File: src/design/assert_macros.svh
// Assertion helpers included by the rate limiter unit.
`ifndef ASSERT_MACROS_SVH
`define ASSERT_MACROS_SVH

// Check that a property holds on every clock edge outside reset.
`define SWRL_ASSERT(label, prop, msg) \
    label: assert property (@(posedge aclk) disable iff (!aresetn) (prop)) else $error(msg);

// Check that the consequent holds in the cycle after the trigger.
`define SWRL_ASSERT_NEXT(label, trig, cons, msg) \
    label: assert property (@(posedge aclk) disable iff (!aresetn) (trig) |=> (cons)) \
        else $error(msg);

`endif

File: src/design/swrl_pkg.sv
package swrl_pkg;

    localparam int RING_DEPTH_DEF = 64;
    localparam int TIME_BITS_DEF  = 32;

    localparam int ARRIVAL_W = 32;
    localparam int MAX_W     = 7;
    localparam int WINDOW_W  = 16;
    localparam int COUNT_W   = 7;
    localparam int CFG_IDX_W = 2;
    localparam int CFG_DATA_W = 16;

    localparam logic [CFG_IDX_W-1:0] CFG_MAX_IN_WINDOW = 2'd0;
    localparam logic [CFG_IDX_W-1:0] CFG_WINDOW_LENGTH = 2'd1;

    localparam logic [MAX_W-1:0]    MAX_IN_WINDOW_RST = 7'd5;
    localparam logic [WINDOW_W-1:0] WINDOW_LENGTH_RST = 16'd1000;

    typedef enum logic [1:0] {
        ST_IDLE,
        ST_CHECK,
        ST_FINISH
    } swrl_state_t;

endpackage

File: src/design/swrl_stamp_ram.sv
module swrl_stamp_ram #(
    parameter int DEPTH  = swrl_pkg::RING_DEPTH_DEF,
    parameter int DATA_W = swrl_pkg::TIME_BITS_DEF,
    localparam int ADDR_W = (DEPTH > 1) ? $clog2(DEPTH) : 1
) (
    input  logic              aclk,
    input  logic              wr_en,
    input  logic [ADDR_W-1:0] wr_addr,
    input  logic [DATA_W-1:0] wr_data,
    input  logic              rd_en,
    input  logic [ADDR_W-1:0] rd_addr,
    output logic [DATA_W-1:0] rd_data
);

    logic [DATA_W-1:0] mem [DEPTH];

    always_ff @(posedge aclk) begin
        if (wr_en) begin
            mem[wr_addr] <= wr_data;
        end
    end

    always_ff @(posedge aclk) begin
        if (rd_en) begin
            rd_data <= mem[rd_addr];
        end
    end

endmodule

File: src/design/swrl_age_unit.sv
module swrl_age_unit #(
    parameter int TIME_BITS = swrl_pkg::TIME_BITS_DEF
) (
    input  logic [TIME_BITS-1:0]          now,
    input  logic [TIME_BITS-1:0]          stamp,
    input  logic [swrl_pkg::WINDOW_W-1:0] window_length,
    output logic                          expired
);

    localparam int AGE_W = (TIME_BITS > swrl_pkg::WINDOW_W) ? TIME_BITS : swrl_pkg::WINDOW_W;

    logic [TIME_BITS-1:0] age;

    // Age wraps with the time counter.
    assign age     = now - stamp;
    assign expired = AGE_W'(age) >= AGE_W'(window_length);

endmodule

File: src/design/sliding_window_rate_limiter_unit.sv
// Sliding window log rate limiter.
// Input channel (s_valid/s_ready/s_arrival_time): one request per transfer,
// carrying its own arrival time in ms. Output channel (m_valid/m_ready,
// m_allowed, m_in_window_count): one result per request, in order.
// Configuration: cfg_wr_en with cfg_index/cfg_wdata writes max_in_window
// (index 0) or window_length (index 1); other indexes are ignored. Write only
// while the block is idle.
// Sequencing: a transferred request goes to the check state, which drops the
// expired stamps from the oldest end, then to the finish state, which loads
// its result into the output register. The sequencer walks the single read
// port of the stamp memory one stamp a cycle. Each stamp is dropped once, so
// on average a request drops at most one stamp.
// s_ready is high only while the sequencer is idle.
// Reset (aresetn low, synchronous) empties the ring and restores the register
// defaults (limit 5, window 1000 ms); the memory needs no clearing pass.
// A stalled receiver holds the result in the output register; the next request
// is still taken and worked through, and waits in its last step for the slot.
module sliding_window_rate_limiter_unit #(
    parameter int RING_DEPTH = swrl_pkg::RING_DEPTH_DEF,
    parameter int TIME_BITS  = swrl_pkg::TIME_BITS_DEF
) (
    input  logic                            aclk,
    input  logic                            aresetn,
    input  logic                            s_valid,
    output logic                            s_ready,
    input  logic [swrl_pkg::ARRIVAL_W-1:0]  s_arrival_time,
    output logic                            m_valid,
    input  logic                            m_ready,
    output logic                            m_allowed,
    output logic [swrl_pkg::COUNT_W-1:0]    m_in_window_count,
    input  logic                            cfg_wr_en,
    input  logic [swrl_pkg::CFG_IDX_W-1:0]  cfg_index,
    input  logic [swrl_pkg::CFG_DATA_W-1:0] cfg_wdata
);

    `include "assert_macros.svh"

    localparam int IDX_W = (RING_DEPTH > 1) ? $clog2(RING_DEPTH) : 1;
    localparam int CNT_W = $clog2(RING_DEPTH + 1);
    localparam int LIM_W = (CNT_W > swrl_pkg::MAX_W) ? CNT_W : swrl_pkg::MAX_W;
    localparam int SUM_W = CNT_W + 1;

    // Configuration registers.
    logic [swrl_pkg::MAX_W-1:0]    max_reg;
    logic [swrl_pkg::WINDOW_W-1:0] window_reg;

    always_ff @(posedge aclk) begin
        if (!aresetn) begin
            max_reg    <= swrl_pkg::MAX_IN_WINDOW_RST;
            window_reg <= swrl_pkg::WINDOW_LENGTH_RST;
        end else if (cfg_wr_en) begin
            case (cfg_index)
                swrl_pkg::CFG_MAX_IN_WINDOW: max_reg    <= cfg_wdata[swrl_pkg::MAX_W-1:0];
                swrl_pkg::CFG_WINDOW_LENGTH: window_reg <= cfg_wdata;
                default: ;
            endcase
        end
    end

    // Sequencer and ring state.
    swrl_pkg::swrl_state_t state_reg, state_next;
    logic [IDX_W-1:0]      oldest_reg, oldest_next;
    logic [CNT_W-1:0]      held_reg, held_next;
    logic [TIME_BITS-1:0]  now_reg;

    logic                  m_valid_reg, m_valid_next;
    logic                  allowed_reg;
    logic [swrl_pkg::COUNT_W-1:0] count_reg;

    logic                  accept;
    logic                  pop;
    logic                  out_free;
    logic                  load;
    logic                  expired;
    logic                  have_room;
    logic [IDX_W-1:0]      oldest_inc;
    logic [IDX_W-1:0]      slot;
    logic [SUM_W-1:0]      slot_sum;
    logic [LIM_W-1:0]      limit;
    logic [CNT_W-1:0]      held_inc;
    logic [LIM_W-1:0]      count_ext;
    logic                  rd_en;
    logic [IDX_W-1:0]      rd_addr;
    logic [TIME_BITS-1:0]  rd_stamp;

    // Saturate the limit at the ring depth.
    assign limit = (LIM_W'(max_reg) > LIM_W'(RING_DEPTH)) ? LIM_W'(RING_DEPTH)
                                                          : LIM_W'(max_reg);
    assign have_room = LIM_W'(held_reg) < limit;
    assign held_inc  = held_reg + 1'b1;

    assign oldest_inc = (oldest_reg == IDX_W'(RING_DEPTH - 1)) ? '0 : oldest_reg + 1'b1;

    // Newest free slot: oldest + held stays below twice the depth.
    assign slot_sum = SUM_W'(oldest_reg) + SUM_W'(held_reg);
    assign slot = (slot_sum >= SUM_W'(RING_DEPTH)) ? IDX_W'(slot_sum - SUM_W'(RING_DEPTH))
                                                   : IDX_W'(slot_sum);

    // Controls of the current step.
    always_comb begin
        accept   = 1'b0;
        pop      = 1'b0;
        load     = 1'b0;
        s_ready  = 1'b0;
        rd_en    = 1'b0;
        rd_addr  = oldest_reg;
        out_free = !m_valid_reg || m_ready;
        case (state_reg)
            swrl_pkg::ST_IDLE: begin
                s_ready = 1'b1;
                accept  = s_valid;
                // Fetch the oldest stamp as the request comes in.
                rd_en   = s_valid;
            end
            swrl_pkg::ST_CHECK: begin
                pop     = (held_reg != '0) && expired;
                // Fetch the next oldest stamp while dropping this one.
                rd_en   = pop;
                rd_addr = oldest_inc;
            end
            swrl_pkg::ST_FINISH: begin
                load = out_free;
            end
            default: ;
        endcase
    end

    always_comb begin
        state_next = state_reg;
        case (state_reg)
            swrl_pkg::ST_IDLE:   if (accept) state_next = swrl_pkg::ST_CHECK;
            swrl_pkg::ST_CHECK:  if (!pop) state_next = swrl_pkg::ST_FINISH;
            swrl_pkg::ST_FINISH: if (load) state_next = swrl_pkg::ST_IDLE;
            default:             state_next = swrl_pkg::ST_IDLE;
        endcase
    end

    always_comb begin
        oldest_next = oldest_reg;
        held_next   = held_reg;
        if (pop) begin
            oldest_next = oldest_inc;
            held_next   = held_reg - 1'b1;
        end else if (load && have_room) begin
            held_next = held_inc;
        end
    end

    always_comb begin
        m_valid_next = m_valid_reg;
        if (load) begin
            m_valid_next = 1'b1;
        end else if (m_ready) begin
            m_valid_next = 1'b0;
        end
    end

    assign count_ext = LIM_W'(held_next);

    always_ff @(posedge aclk) begin
        if (!aresetn) begin
            state_reg   <= swrl_pkg::ST_IDLE;
            oldest_reg  <= '0;
            held_reg    <= '0;
            m_valid_reg <= 1'b0;
        end else begin
            state_reg   <= state_next;
            oldest_reg  <= oldest_next;
            held_reg    <= held_next;
            m_valid_reg <= m_valid_next;
        end
    end

    // Payload registers: hold the request time and the pending result.
    always_ff @(posedge aclk) begin
        if (accept) begin
            now_reg <= TIME_BITS'(s_arrival_time);
        end
        if (load) begin
            allowed_reg <= have_room;
            count_reg   <= count_ext[swrl_pkg::COUNT_W-1:0];
        end
    end

    swrl_stamp_ram #(
        .DEPTH  (RING_DEPTH),
        .DATA_W (TIME_BITS)
    ) u_ram (
        .aclk    (aclk),
        .wr_en   (load && have_room),
        .wr_addr (slot),
        .wr_data (now_reg),
        .rd_en   (rd_en),
        .rd_addr (rd_addr),
        .rd_data (rd_stamp)
    );

    swrl_age_unit #(
        .TIME_BITS (TIME_BITS)
    ) u_age (
        .now           (now_reg),
        .stamp         (rd_stamp),
        .window_length (window_reg),
        .expired       (expired)
    );

    assign m_valid           = m_valid_reg;
    assign m_allowed         = allowed_reg;
    assign m_in_window_count = count_reg;

    // Ring occupancy never goes past the depth.
    `SWRL_ASSERT(a_held_bound, held_reg <= CNT_W'(RING_DEPTH), "ring count above depth")
    // A drop removes exactly one stamp.
    `SWRL_ASSERT_NEXT(a_pop_dec, pop, held_reg == $past(held_reg) - 1'b1, "drop count slip")
    // A result is loaded only when the output slot is free.
    `SWRL_ASSERT(a_load_free, !load || !m_valid_reg || m_ready, "result overwrote pending")
    // Every loaded result reports the count it leaves behind (checked while the ring count fits seven bits).
    `SWRL_ASSERT_NEXT(a_count_match, load,
                      LIM_W'(m_in_window_count) == LIM_W'(held_reg) || CNT_W > 7,
                      "reported count mismatch")

endmodule

File: config.mk
export PLATFORM = sky130hd
export DESIGN_NAME = sliding_window_rate_limiter_unit
export DESIGN_NICKNAME = d
export VERILOG_FILES = /design/src/design/swrl_pkg.sv /design/src/design/swrl_stamp_ram.sv /design/src/design/swrl_age_unit.sv /design/src/design/sliding_window_rate_limiter_unit.sv
export VERILOG_INCLUDE_DIRS = /design/src /design/src/design
export SDC_FILE = /design/constraint.sdc
export NUM_CORES = 2
export LEC_CHECK = 0
export BUFFER_PORTS_ARGS = -buffer_cell sky130_fd_sc_hd__buf_2
export CAP_MARGIN = 20
export CORE_UTILIZATION = 50
export CTS_CLUSTER_SIZE = 24
export DETAILED_ROUTE_END_ITERATION = 8
export MAX_ROUTING_LAYER = met4
export PLACE_DENSITY = 0.77
export SLEW_MARGIN = 20
export SYNTH_ARGS = -nofsm -noshare
export SYNTH_HDL_FRONTEND = slang
export SYNTH_SLANG_ARGS = --single-unit
File: constraint.sdc
create_clock -name aclk -period 6.15 [get_ports aclk]
set_clock_uncertainty 0.1 [all_clocks]
set_input_delay 0.3075 -clock aclk [delete_from_list [all_inputs] [get_ports aclk]]
set_output_delay 0.3075 -clock aclk [all_outputs]
set_load 0.05 [all_outputs]
==> impl.org <==
** Worst setup path
- Number of stages on the worst setup path :: 20
- Nature of the critical path endpoint :: flop
- Maximum fanout along the worst path :: 32
- The largest individual stage delay along the critical path comes from the cell sky130_fd_sc_hd__a2111oi_0.
- Crit path buffers/inverters :: 2
- The cell family contributing the most delay on the critical path is compound AO/OA/AOI/OAI gates.
- At the worst endpoint, the required time is approximately 6.6 ns.
- Startpoint Class :: flop
- The worst setup path is of the reg -> reg kind.
- Endpoint of the most critical register-to-register path :: u_ram.rd_data[30]
- Measured in cells, the most critical reg-to-reg path has a length of 20.
- Setup slack on the worst reg-to-reg path comes out at 0.79 ns.
- On the worst path, the slowest cell contributes a delay of 0.48 ns.
- Arrival time at the worst endpoint :: 5.80 ns
- The startpoint identified for the worst register-to-register timing path is now_reg[0].
- Worst path cell trace :: inv_1, ha_1, fa_1, nand2b_1, a21oi_2, o21ai_2, o31ai_4, a31oi_1, xnor2_1, ha_1, nand4_1, a21oi_1, a2111oi_0, o211ai_1, a211o_1, nor4_4, nand4_4, nand2_4, nand2_1, buf_4
- Critical path's most frequent cell :: sky130_fd_sc_hd__ha_1

** Drt
- The pre-antenna-repair detailed-routing pass consisted of 8 iterations.
- The count of nets left with antenna violations once routing finished came out at 0.
- Using the TritonRoute via totals, the vias-per-cell ratio works out to roughly 6.3.
- After detailed routing, the average wire length per cell comes to 26.74 um.
- Detailed Route Iter0 Violations :: a little over 9,000
- Via count :: ~59,000
- For this block, the routed nets add up to between 200,000 and 300,000 um of wire.
- Post-route DRC :: 0

** Yosys
- After synthesis the netlist holds a flip-flop and latch count of 2,159.
- Number of warnings reported in the yosys synthesis log :: 0
- Yosys mapped a number of flops with a built-in enable equal to ~2,100.
- After synthesis the cells add up to approximately 90,000 um^2.
- Counting flops with an async set or reset pin after synthesis yields a share of 0.
- Part of the Yosys area used for sequential elements :: 0.7341
- Each instance of the synthesized netlist takes up on average about 13 um^2.
- Number of distinct library cells after synthesis :: between 60 and 70
- After technology mapping, the gate count stands at 6,868.
- In the synthesized netlist the dominant register cell turns out to be sky130_fd_sc_hd__edfxtp_1.
- Synthesized Nets :: about 7,000

** Power and ir drop
- Switch share :: 0.3283
- Combinational Power Share :: 0.261
- The share of total power dissipated in sequential elements is 0.437.
- Share of power burned in the clock network :: 0.303
- The analysis attributes to net switching a power of about 13,000 uW.
- For this design the ratio of total power to cell area is ~400 nW/um^2.
- Highest ir drop seen on vdd :: between 300 and 400 uV
- Cell internal power was estimated by the tool at between 20,000 and 30,000 uW.
- Leakage :: approximately 0.034 uW

** Timing
- For the pin with the worst max-slew slack, the measured transition is ~1.3 ns.
- Maximum achievable frequency :: between 150 and 200 MHz
- Setup violation total in the final timing report :: 0
- RSZ-0062 raised after global routing :: no
- Number of endpoints with negative hold slack in the final report :: 0
- Dividing the final minimum period by the clock period gives 0.8716.
- Measured against its own limit, the worst slew margin works out to 0.1518.
- Setup TNS :: 0 ns
- The worst path in the final design needs a cycle of ~5.4 ns, including I/O delays and setup.
- Final-report max-slew violation count :: 0

** Global route
- The first global-routing pass estimated roughly 370,000 um of wire.
- Number of global-route vias before repair :: between 50,000 and 60,000
- Entering global routing, the biggest net connects between 150 and 200 pins.
- Global router's overall resource usage :: 0.2880
- Congestion Overflow GR :: 0
- Number of antenna violations at the first check in global routing :: 22

** Die
- The floorplan has about 150 rows.
- Core area :: around 170,000 um^2
- The die is 421.0 um wide.
- Starting Density :: 0.5039
- The die covers 177,300 um^2.
- Die Ht :: between 400 and 500 um
- # IOs :: 65

** Cells and area
- Flip-flop count of the largest register, all copies and words added :: 2,048
- Area of the multi-input gates :: around 22,000 um^2
- Fill cells in the final layout number 13,310.
- In the final layout, flip-flops and latches occupy ~64,000 um^2.
- Area grow syn2layout :: 12.77%
- Of the cells placed in the final design, the portion with a size suffix greater than 1 is 0.09338.
- Excluding fillers, the count of instances in the completed layout stands at approximately 9,500.
- In the final design database the tool counted approximately 7,000 nets.

** Clock network
- Clock latency on the worst-skew pair :: 0.87 ns
- TritonCTS built the clock tree.
- Clock-pin slew reported for the worst setup and hold paths after clock tree synthesis :: roughly 0.06 ns
- Num CTS Buffers :: approximately 200
- The longest clock path from root to sink contains 3 buffers.
- The tree built by TritonCTS fans out to ~2,200 sinks.
- Cell at the root of the clock tree :: sky130_fd_sc_hd__clkbuf_16
- CTS H-tree lvls :: 4
- Post-CTS repair changed the size of 0 cells.

** Worst hold path
- Hold_sp :: s_arrival_time[31]
- In this run the worst hold path is classified as in -> reg.
- The path with the worst hold slack has its endpoint at now_reg[31].
- The worst hold path was traced through 2 stages.

** Place
- HPWL after detailed placement :: 146,900 um
- Placed Cells incl. Taps :: 9,024
- During placement, the flow inserted port buffers numbering 64.
- Final weighted congestion of routability-driven global placement :: ~0.93

** Outcome
- Run status :: completed

** Run
- Max-cap violations in this run came to 0.
[metal layers]
layer  vias to the layer above  global-route usage  share of wire
met2                      3992              0.4362           0.46
li1                      25590                   -              -
met4                         0              0.1381          0.053
met5                         -                   -              0
met3                       620             0.06082           0.12
met1                     29060              0.3719           0.36
[per-stage QoR]
stage	utilization	hold WS [ns]	instance area, um^2	worst slack [ns]	total power [uW]
floorplan	-	0.3064	87790	0.3846	23580
global placement	0.5287	0.3473	92090	0.9660	27230
detailed placement	0.5291	0.3575	92160	0.8253	27430
CTS	0.5681	0.02974	98960	0.7518	39170
global route	0.5683	0.06972	99000	0.4660	40590
finish	0.5683	0.08173	99000	0.7899	39290
[power by group through the flow]
stage               Clock [uW]  Sequential [uW]  Combinational (uW)
finish                   11900            17200               10200
global route             12500            17200               10900
CTS                      11900            17100               10100
detailed placement           0            17500                9970
global placement             0            17500                9780
floorplan                    0            17700                5900
[worst reg2reg max path: stages, from the launching register on]
cell                        delay, ns
sky130_fd_sc_hd__edfxtp_1        0.36
sky130_fd_sc_hd__inv_1           0.05
sky130_fd_sc_hd__ha_1            0.22
sky130_fd_sc_hd__fa_1            0.41
sky130_fd_sc_hd__nand2b_1        0.20
sky130_fd_sc_hd__a21oi_2         0.18
sky130_fd_sc_hd__o21ai_2         0.16
sky130_fd_sc_hd__o31ai_4         0.43
sky130_fd_sc_hd__a31oi_1         0.16
sky130_fd_sc_hd__xnor2_1         0.16
sky130_fd_sc_hd__ha_1            0.30
sky130_fd_sc_hd__nand4_1         0.10
sky130_fd_sc_hd__a21oi_1         0.07
sky130_fd_sc_hd__a2111oi_0       0.48
sky130_fd_sc_hd__o211ai_1        0.16
sky130_fd_sc_hd__a211o_1         0.29
sky130_fd_sc_hd__nor4_4          0.26
sky130_fd_sc_hd__nand4_4         0.29
sky130_fd_sc_hd__nand2_4         0.28
sky130_fd_sc_hd__nand2_1         0.09
sky130_fd_sc_hd__buf_4           0.27
[cell usage in the layout, fill, tap and decap left out, types with 7 or more instances in the layout]
cell type	count
sky130_fd_sc_hd__a21oi_1	178
sky130_fd_sc_hd__nand2_1	2140
sky130_fd_sc_hd__nand4_1	15
sky130_fd_sc_hd__clkbuf_16	204
sky130_fd_sc_hd__buf_2	64
sky130_fd_sc_hd__a211oi_1	85
sky130_fd_sc_hd__bufinv_16	8
sky130_fd_sc_hd__inv_1	63
sky130_fd_sc_hd__nand3_1	639
sky130_fd_sc_hd__dlygate4sd3_1	58
sky130_fd_sc_hd__diode_2	12
sky130_fd_sc_hd__nor2b_1	7
sky130_fd_sc_hd__a311oi_1	373
sky130_fd_sc_hd__a21o_1	19
sky130_fd_sc_hd__o211ai_1	14
sky130_fd_sc_hd__o21a_1	10
sky130_fd_sc_hd__clkinv_2	38
sky130_fd_sc_hd__nor2_4	64
sky130_fd_sc_hd__and2_1	7
sky130_fd_sc_hd__buf_12	46
sky130_fd_sc_hd__and3_1	233
sky130_fd_sc_hd__o21ai_0	24
sky130_fd_sc_hd__clkinvlp_4	7
sky130_fd_sc_hd__mux2i_1	15
sky130_fd_sc_hd__nor2_1	54
sky130_fd_sc_hd__buf_4	183
sky130_fd_sc_hd__nor3_1	8
sky130_fd_sc_hd__nand2b_1	9
sky130_fd_sc_hd__clkbuf_1	58
sky130_fd_sc_hd__xnor2_1	24
sky130_fd_sc_hd__dfxtp_1	39
sky130_fd_sc_hd__ha_1	62
sky130_fd_sc_hd__a31oi_1	119
sky130_fd_sc_hd__xor2_1	10
sky130_fd_sc_hd__clkinv_1	42
sky130_fd_sc_hd__edfxtp_1	2120
[worst max-delay path by stage]
| stage | end | startpoint | slack, ns |
|---|---|---|---|
| 2_1_floorplan | u_ram.rd_data[0] | now_reg[0] | 0.38 |
| 3_3_place_gp | u_ram.rd_data[27] | now_reg[8] | 0.97 |
| 3_5_place_dp | u_ram.rd_data[23] | now_reg[0] | 0.83 |
| 4_1_cts | u_ram.rd_data[30] | now_reg[0] | 0.75 |
| 5_1_grt | u_ram.rd_data[30] | now_reg[4] | 0.47 |
| 6_report | u_ram.rd_data[30] | now_reg[0] | 0.79 |
[logic make-up after synthesis]
logic type | count (synthesis) | synth area share
buffers and inverters | 529 | 0.02305
XOR/XNOR | 36 | 0.003592
AO/OA/AOI/OAI | 862 | 0.07260
flip-flops | 2159 | 0.7341
multiplexers | 18 | 0.002152
AND/OR/NAND/NOR | 3200 | 0.1552
adder cells (fa/ha/maj) | 64 | 0.009293
[area by class of cell]
type                       instances  share of cell area
clock buffer                     265             0.05418
clock inverter                   110            0.008632
timing repair buffer             354             0.03299
antenna                           12           0.0003033
tap                             2325             0.02938
multi-input combinational       4180              0.2211
inverter                          64            0.002427
sequential                      2159              0.6509
[timing repair]
item,in CTS,in global routing
hold buffers,58,0
setup buffers,0,0
hold endpoints to repair,65,0
[cells in the mapped netlist (8+ instances only)]
cell,n,area share
sky130_fd_sc_hd__dfxtp_1,39,0.0089
sky130_fd_sc_hd__o21ai_0,24,0.0014
sky130_fd_sc_hd__edfxtp_1,2120,0.73
sky130_fd_sc_hd__ha_1,62,0.0088
sky130_fd_sc_hd__nor2_1,118,0.0050
sky130_fd_sc_hd__o21a_1,10,0.00086
sky130_fd_sc_hd__inv_1,64,0.0027
sky130_fd_sc_hd__a31oi_1,120,0.0086
sky130_fd_sc_hd__xnor2_1,26,0.0026
sky130_fd_sc_hd__o211ai_1,14,0.0012
sky130_fd_sc_hd__nand2_1,2142,0.092
sky130_fd_sc_hd__and3_1,233,0.017
sky130_fd_sc_hd__nor3_1,8,0.00046
sky130_fd_sc_hd__clkbuf_1,383,0.016
sky130_fd_sc_hd__xor2_1,10,0.0010
sky130_fd_sc_hd__buf_2,24,0.0014
sky130_fd_sc_hd__a21o_1,19,0.0016
sky130_fd_sc_hd__a21oi_1,179,0.010
sky130_fd_sc_hd__nand4_1,15,0.0011
sky130_fd_sc_hd__nand3_1,639,0.036
sky130_fd_sc_hd__buf_1,57,0.0024
sky130_fd_sc_hd__nand2b_1,9,0.00064
sky130_fd_sc_hd__a311oi_1,373,0.037
sky130_fd_sc_hd__mux2i_1,16,0.0018
sky130_fd_sc_hd__a211oi_1,86,0.0074
(Power assumes the default switching activity.)
